===== src/hdl/tli_pkg.sv =====
// Shared types, codes and constants of the table linear interpolator.
package tli_pkg;

  // Default configuration
  localparam int DEPTH_DEF      = 1024;
  localparam int VALUE_BITS_DEF = 32;

  // Fixed field widths
  localparam int IN_BITS  = 32;
  localparam int OUT_BITS = 48;
  // Quotients at or above 2**SAT_BITS saturate outright
  localparam int SAT_BITS = 50;

  localparam logic signed [OUT_BITS-1:0] OUT_MAX = {1'b0, {(OUT_BITS-1){1'b1}}};
  localparam logic signed [OUT_BITS-1:0] OUT_MIN = {1'b1, {(OUT_BITS-1){1'b0}}};

  typedef enum logic [1:0] {
    OP_APPEND = 2'd0,
    OP_CLEAR  = 2'd1,
    OP_QUERY  = 2'd2
  } op_t;

  typedef enum logic [2:0] {
    STAT_ACCEPTED = 3'd0,
    STAT_FULL     = 3'd1,
    STAT_INTERP   = 3'd2,
    STAT_EXTRAP   = 3'd3,
    STAT_BEFORE   = 3'd4,
    STAT_EMPTY    = 3'd5,
    STAT_SINGLE   = 3'd6,
    STAT_NONE     = 3'd7
  } status_t;

  // Main sequencer
  typedef enum logic [1:0] {
    S_IDLE,
    S_SCAN,
    S_PREP,
    S_CALC
  } state_t;

  // Multiply / divide unit phases
  typedef enum logic [1:0] {
    A_IDLE,
    A_MUL,
    A_DIV
  } ar_state_t;

endpackage


===== src/hdl/tli_muldiv.sv =====
// Shared arithmetic unit: one registered multiply, then restoring division a bit per cycle.
module tli_muldiv #(
  parameter int SW = 32
) (
  input  logic            clk,
  input  logic            rst_n,
  input  logic            start,
  input  logic [SW-1:0]   a,
  input  logic [SW-1:0]   b,
  input  logic [SW-1:0]   d,
  output logic            done,
  output logic [2*SW-1:0] quo
);

  localparam int PW  = 2 * SW;
  localparam int CNW = $clog2(PW);

  tli_pkg::ar_state_t ph_r, ph_nxt;
  logic [CNW-1:0] cnt_r, cnt_nxt;
  logic           done_r, done_nxt;
  logic [SW-1:0]  a_r, b_r, d_r;
  logic [SW-1:0]  rem_r, rem_nxt;
  logic [PW-1:0]  dvd_r, dvd_nxt;

  // Divide step: shift in the next dividend bit, subtract when it fits
  logic [SW:0] sh;
  logic [SW:0] diff;
  logic        ge;

  assign sh   = {rem_r, dvd_r[PW-1]};
  assign diff = sh - {1'b0, d_r};
  assign ge   = (sh >= {1'b0, d_r});

  always_comb begin
    ph_nxt   = ph_r;
    cnt_nxt  = cnt_r;
    done_nxt = 1'b0;
    rem_nxt  = rem_r;
    dvd_nxt  = dvd_r;
    unique case (ph_r)
      tli_pkg::A_IDLE: begin
        if (start) begin
          ph_nxt = tli_pkg::A_MUL;
        end
      end
      tli_pkg::A_MUL: begin
        // product forms the dividend; quotient bits enter at the bottom
        dvd_nxt = PW'(a_r) * PW'(b_r);
        rem_nxt = '0;
        cnt_nxt = CNW'(PW - 1);
        ph_nxt  = tli_pkg::A_DIV;
      end
      tli_pkg::A_DIV: begin
        rem_nxt = ge ? diff[SW-1:0] : sh[SW-1:0];
        dvd_nxt = {dvd_r[PW-2:0], ge};
        cnt_nxt = cnt_r - CNW'(1);
        if (cnt_r == '0) begin
          done_nxt = 1'b1;
          ph_nxt   = tli_pkg::A_IDLE;
        end
      end
      default: ph_nxt = tli_pkg::A_IDLE;
    endcase
  end

  always_ff @(posedge clk) begin
    if (!rst_n) begin
      ph_r   <= tli_pkg::A_IDLE;
      done_r <= 1'b0;
    end else begin
      ph_r   <= ph_nxt;
      done_r <= done_nxt;
    end
  end

  // Operand and datapath registers
  always_ff @(posedge clk) begin
    if (ph_r == tli_pkg::A_IDLE && start) begin
      a_r <= a;
      b_r <= b;
      d_r <= d;
    end
    cnt_r <= cnt_nxt;
    rem_r <= rem_nxt;
    dvd_r <= dvd_nxt;
  end

  assign done = done_r;
  assign quo  = dvd_r;

endmodule


===== config.mk =====
export PLATFORM = sky130hd
export DESIGN_NAME = tli_muldiv
export DESIGN_NICKNAME = d
export VERILOG_FILES = /design/src/hdl/tli_pkg.sv /design/src/hdl/tli_muldiv.sv
export SDC_FILE = /design/constraint.sdc
export NUM_CORES = 2
export LEC_CHECK = 0
export BUFFER_PORTS_ARGS = -buffer_cell sky130_fd_sc_hd__buf_2
export CORE_UTILIZATION = 35
export CTS_BUF_LIST = sky130_fd_sc_hd__clkbuf_8 sky130_fd_sc_hd__clkbuf_16
export CTS_CLUSTER_SIZE = 40
export DETAILED_ROUTE_END_ITERATION = 8
export GPL_TIMING_DRIVEN = 0
export PLACE_DENSITY = 0.49
export SLEW_MARGIN = 20
export SYNTH_ARGS = -nofsm -noshare
export SYNTH_HDL_FRONTEND = slang
export SYNTH_SLANG_ARGS = --single-unit

===== constraint.sdc =====
create_clock -name clk -period 6.7 [get_ports clk]
set_input_delay 0 -clock clk [delete_from_list [all_inputs] [get_ports clk]]
set_output_delay 0 -clock clk [all_outputs]
set_load 0.1 [all_outputs]

==> impl_metrics.prom <==
# TYPE chip_impl_metric gauge
chip_impl_metric{name="place.detailed.instances",unit=""} 6183
chip_impl_metric{name="route.detailed.drc",unit=""} 0
chip_impl_metric{name="maxCapViolations",unit=""} 0
chip_impl_metric{name="synth_area_per_cell",unit="sq um"} 9.635
chip_impl_metric{name="dieWidth",unit="um"} 350.2
chip_impl_metric{name="netlist_area_before_placement",unit="sq mm"} 0.04243
chip_impl_metric{name="design.die.area",unit="sq mm"} 0.1226
chip_impl_metric{name="worst_slew_margin_rel",unit="%"} 33.08
chip_impl_info{name="slowest_stage",value="fa_2"} 1
chip_impl_metric{name="ff_latch_area",unit="sq mm"} 0.006006
chip_impl_metric{name="async_reset_ff_share",unit="%"} 0
chip_impl_metric{name="core_area",unit="sq mm"} 0.1201
chip_impl_metric{name="pre_cts_ws",unit="ns"} -2.530
chip_impl_metric{name="timing.critical_path.slowest_cell_delay",unit="ns"} 0.64
chip_impl_info{name="reg2reg_from",value="a_r[18]"} 1
chip_impl_metric{name="synth_cells",unit=""} 4404
chip_impl_info{name="critPathCaptureType",value="flop"} 1
chip_impl_metric{name="multi_input_area",unit="sq mm"} 0.03360
chip_impl_metric{name="routed_length_on_met2",unit="um"} 74850
chip_impl_metric{name="gp_congestion",unit=""} 0.9287
chip_impl_metric{name="fin_setup_tns",unit="ns"} -33.96
chip_impl_metric{name="clk_latency",unit="ns"} 0.66
chip_impl_metric{name="post_drt_wl_per_cell",unit="um"} 24.03
chip_impl_info{name="grt_setup_unrepaired",value="true"} 1
chip_impl_metric{name="max_clock_freq",unit="MHz"} 127.0
chip_impl_metric{name="ys_types",unit=""} 66
chip_impl_metric{name="drive_above_1_share",unit="%"} 18.72
chip_impl_info{name="layout_commonest_cell",value="inv_1"} 1
chip_impl_metric{name="post_synth_xor_area_fraction",unit="%"} 1.734
chip_impl_metric{name="numCtsBuffers",unit=""} 29
chip_impl_metric{name="max-clock-path-buffers",unit=""} 3
chip_impl_info{name="status",value="complete, but fails checks"} 1
chip_impl_metric{name="finish.cell_count_without_fillers",unit=""} 6542
chip_impl_metric{name="route.met3.wl",unit="um"} 10080
chip_impl_metric{name="dp_hpwl",unit="um"} 129100
chip_impl_metric{name="postLayoutSetupSlackWorst",unit="ns"} -1.176
chip_impl_metric{name="finish.net_count",unit=""} 6203
chip_impl_metric{name="synth_seq_area_share",unit="%"} 14.15
chip_impl_metric{name="wl_met1",unit="um"} 66100
chip_impl_metric{name="synth_edf_count",unit=""} 198
chip_impl_metric{name="rows",unit=""} 127
chip_impl_info{name="hold_path.startpoint",value="a[27]"} 1
chip_impl_metric{name="grt_pass1_wl",unit="um"} 231600
chip_impl_metric{name="pin_count_of_the_biggest_net_entering_global_routing",unit=""} 47
chip_impl_metric{name="finalHoldWorstSlack",unit="ns"} 0.04369
chip_impl_metric{name="residual_antenna_violating_net_count_after_detailed_routing",unit=""} 0
chip_impl_metric{name="synth.mux.area_fraction",unit="%"} 0.5603
chip_impl_metric{name="cts.htree.levels",unit=""} 1
chip_impl_metric{name="cp_data_arrival_time",unit="ns"} 8.29
chip_impl_metric{name="r2r_slack",unit="ns"} -1.18
chip_impl_metric{name="drt-pass1-iter-count",unit=""} 7
chip_impl_metric{name="grt_util_all_layers",unit="%"} 26.11
chip_impl_metric{name="antenna_found_initial",unit=""} 5
chip_impl_metric{name="critical_path.n_buffers_inverters",unit=""} 4
chip_impl_metric{name="route.vias.total",unit=""} 32575
chip_impl_metric{name="filler_cell_count",unit=""} 11797
chip_impl_metric{name="buffer_ports.inserted",unit=""} 163
chip_impl_info{name="worstSetupEndpoint",value="quo[59]"} 1
chip_impl_metric{name="grt_pass1_vias",unit=""} 34333
chip_impl_metric{name="synthSimpleGateAreaFrac",unit="%"} 16.15
chip_impl_info{name="main_combinational_cell_family_by_area_after_synthesis",value="adder cells"} 1
chip_impl_info{name="worst_r2r_endpoint",value="quo[59]"} 1
chip_impl_metric{name="rr_worst_depth",unit=""} 23
chip_impl_metric{name="post_synth_fa_ha_maj_area_fraction",unit="%"} 51.20
chip_impl_info{name="crit_path_start_kind",value="flop"} 1
chip_impl_metric{name="numClockSinks",unit=""} 201
chip_impl_metric{name="slew_limit_fails",unit=""} 0
chip_impl_info{name="ys.flop_type",value="edfxtp_1"} 1
chip_impl_metric{name="critPathRequiredTime",unit="ns"} 7.11
chip_impl_metric{name="min_period",unit="ns"} 7.876
chip_impl_info{name="tritoncts_clock_tree",value="built"} 1
chip_impl_info{name="hold_path.class",value="input port to flop"} 1
chip_impl_info{name="crit_start",value="a_r[18]"} 1
chip_impl_metric{name="synth-seq-cells",unit=""} 201
chip_impl_metric{name="clkSlewWorstSetupHoldPaths",unit="ns"} 0.06
chip_impl_metric{name="mappedNetlistNets",unit=""} 5701
chip_impl_metric{name="globalRouteOverflowTotal",unit=""} 0
chip_impl_metric{name="worst-slew-pin-transition",unit="ns"} 0.9978
chip_impl_metric{name="complex_gate_fraction_of_the_synthesized_area",unit="%"} 6.057
chip_impl_metric{name="top_ports",unit=""} 164
chip_impl_metric{name="timing.final.setup_violations",unit=""} 45
chip_impl_info{name="clk_root_buffer_cell",value="clkbuf_16"} 1
chip_impl_metric{name="period_share",unit="%"} 117.6
chip_impl_info{name="worst_path_dominant_cell_family",value="adder cells"} 1
chip_impl_metric{name="critical_path_peak_fanout",unit=""} 10
chip_impl_info{name="top_signal_layer_used",value="met4"} 1
chip_impl_info{name="mostFrequentLayoutCells",value="inv_1, fa_1, and2_1, nand2_1, ha_1"} 1
chip_impl_metric{name="floorplan.initialDensity",unit="%"} 35.32
chip_impl_info{name="timing.setup.critical_path_class",value="flop to flop"} 1
chip_impl_metric{name="die-height",unit="um"} 350.2
chip_impl_metric{name="synth-warning-count",unit=""} 0
chip_impl_metric{name="layout-area-overhead-vs-synth",unit="%"} 22.85
chip_impl_info{name="timing.critical_path.cells",value="buf_4, buf_8, and2_4, fa_1, inv_1, fa_1, fa_2, fa_1, inv_1, fa_1, fa_1, fa_2, fa_1, ha_4, a211oi_4, nand2_2, o211ai_1, a221o_1, o311ai_4, a21bo_2, a31o_4, a2111o_1, o221a_2"} 1
chip_impl_metric{name="vias_per_cell",unit=""} 4.979
chip_impl_metric{name="detailedRoute.firstIterationViolations",unit=""} 2350
chip_impl_metric{name="drt_wl_total",unit="um"} 157200
chip_impl_info{name="failed_checks",value="negative setup slack"} 1
chip_impl_metric{name="finClkSkew",unit="ns"} 0.05433
chip_impl_info{name="cpMostUsedCell",value="fa_1"} 1
chip_impl_metric{name="cp_num_cells",unit=""} 23
chip_impl_metric{name="report.final.hold_viol_count",unit=""} 0
## cell families (layout without fill, tap and decap cells)
logic type | after synthesis | in the layout
flip-flops | 201 | 201
multiplexers | 23 | 23
other | 0 | 4
XOR/XNOR | 84 | 84
AND/OR/NAND/NOR | 1345 | 1345
AO/OA/AOI/OAI | 407 | 407
buffers and inverters | 1146 | 1668
adder cells (fa/ha/maj) | 1198 | 1198
## worst min path at each step
| stage | slack (ns) | end | depth (start not counted) |
|---|---|---|---|
| after detailed placement | 0.18 | d_r[14] | 1 |
| after CTS | 0.00003 | a_r[27] | 2 |
| after global routing | 0.03 | a_r[29] | 2 |
| final | 0.04 | a_r[27] | 2 |
| after global placement | 0.18 | a_r[19] | 1 |
| after floorplan | 0.1 | a_r[0] | 0 |
## metal layers
layer | vias up | track usage [%]
li1 | 14357 | -
met1 | 16961 | 35.00
met2 | 1035 | 43.64
met3 | 222 | 3.367
met4 | 0 | 8.441
met5 | - | 0
## worst register-to-register path, stage by stage, from the launching register on
cell and delay, ns:
edfxtp_1 0.45, buf_4 0.18, buf_8 0.15, and2_4 0.16
fa_1 0.52, inv_1 0.05, fa_1 0.51, fa_2 0.52
fa_1 0.56, inv_1 0.05, fa_1 0.47, fa_1 0.51
fa_2 0.64, fa_1 0.48, ha_4 0.26, a211oi_4 0.27
nand2_2 0.10, o211ai_1 0.28, a221o_1 0.24, o311ai_4 0.15
a21bo_2 0.27, a31o_4 0.27, a2111o_1 0.40, o221a_2 0.13
## cell type report
class | instances | share of cell area [%]
Antenna cell | 4 | 0.01920
Buffer | 230 | 4.529
Clock buffer | 29 | 1.392
Clock inverter | 22 | 0.4273
Inverter | 909 | 6.560
Multi-Input combinational cell | 3057 | 64.45
Sequential cell | 201 | 11.52
Tap cell | 1612 | 3.869
Timing Repair Buffer | 478 | 7.230
## flip-flops by register name, summed over array words and instances, names as in the netlist
name   flops
a_r       32
b_r       32
cnt_r      6
d_r       32
done       1
ph_r       2
quo       64
rem_r     32
## cells in the mapped netlist, types with 21 or more instances
| master | instances | share of area [%] |
|---|---|---|
| a21o_1 | 56 | 0.99 |
| o21ai_0 | 120 | 1.4 |
| nor2_1 | 59 | 0.52 |
| ha_1 | 301 | 8.9 |
| xnor2_1 | 63 | 1.3 |
| a21oi_1 | 111 | 1.3 |
| clkbuf_1 | 231 | 2.0 |
| fa_1 | 897 | 42 |
| xor2_1 | 21 | 0.43 |
| inv_1 | 909 | 8.0 |
| edfxtp_1 | 198 | 14 |
| nand2_1 | 564 | 5.0 |
| and2_1 | 594 | 8.8 |
## stage by stage
stage / util, % / cell area (sq um)
after floorplan: - / 42740
after global placement: 37.94 / 45580
after detailed placement: 38.04 / 45700
after CTS: 41.92 / 50360
after global routing: 43.39 / 52120
final: 43.39 / 52130
## repair_timing
item	CTS	global route
hold buffers	104	0
pin swaps	89	179
gates resized for setup	537	376
buffers inserted	106	99
hold endpoints to repair	111	0
setup endpoints to repair	52	48
gates cloned	2	2
Power is left out: the tool's default activity adds up to more than one toggle a clock period on the data nets, which glitch-free logic cannot reach.
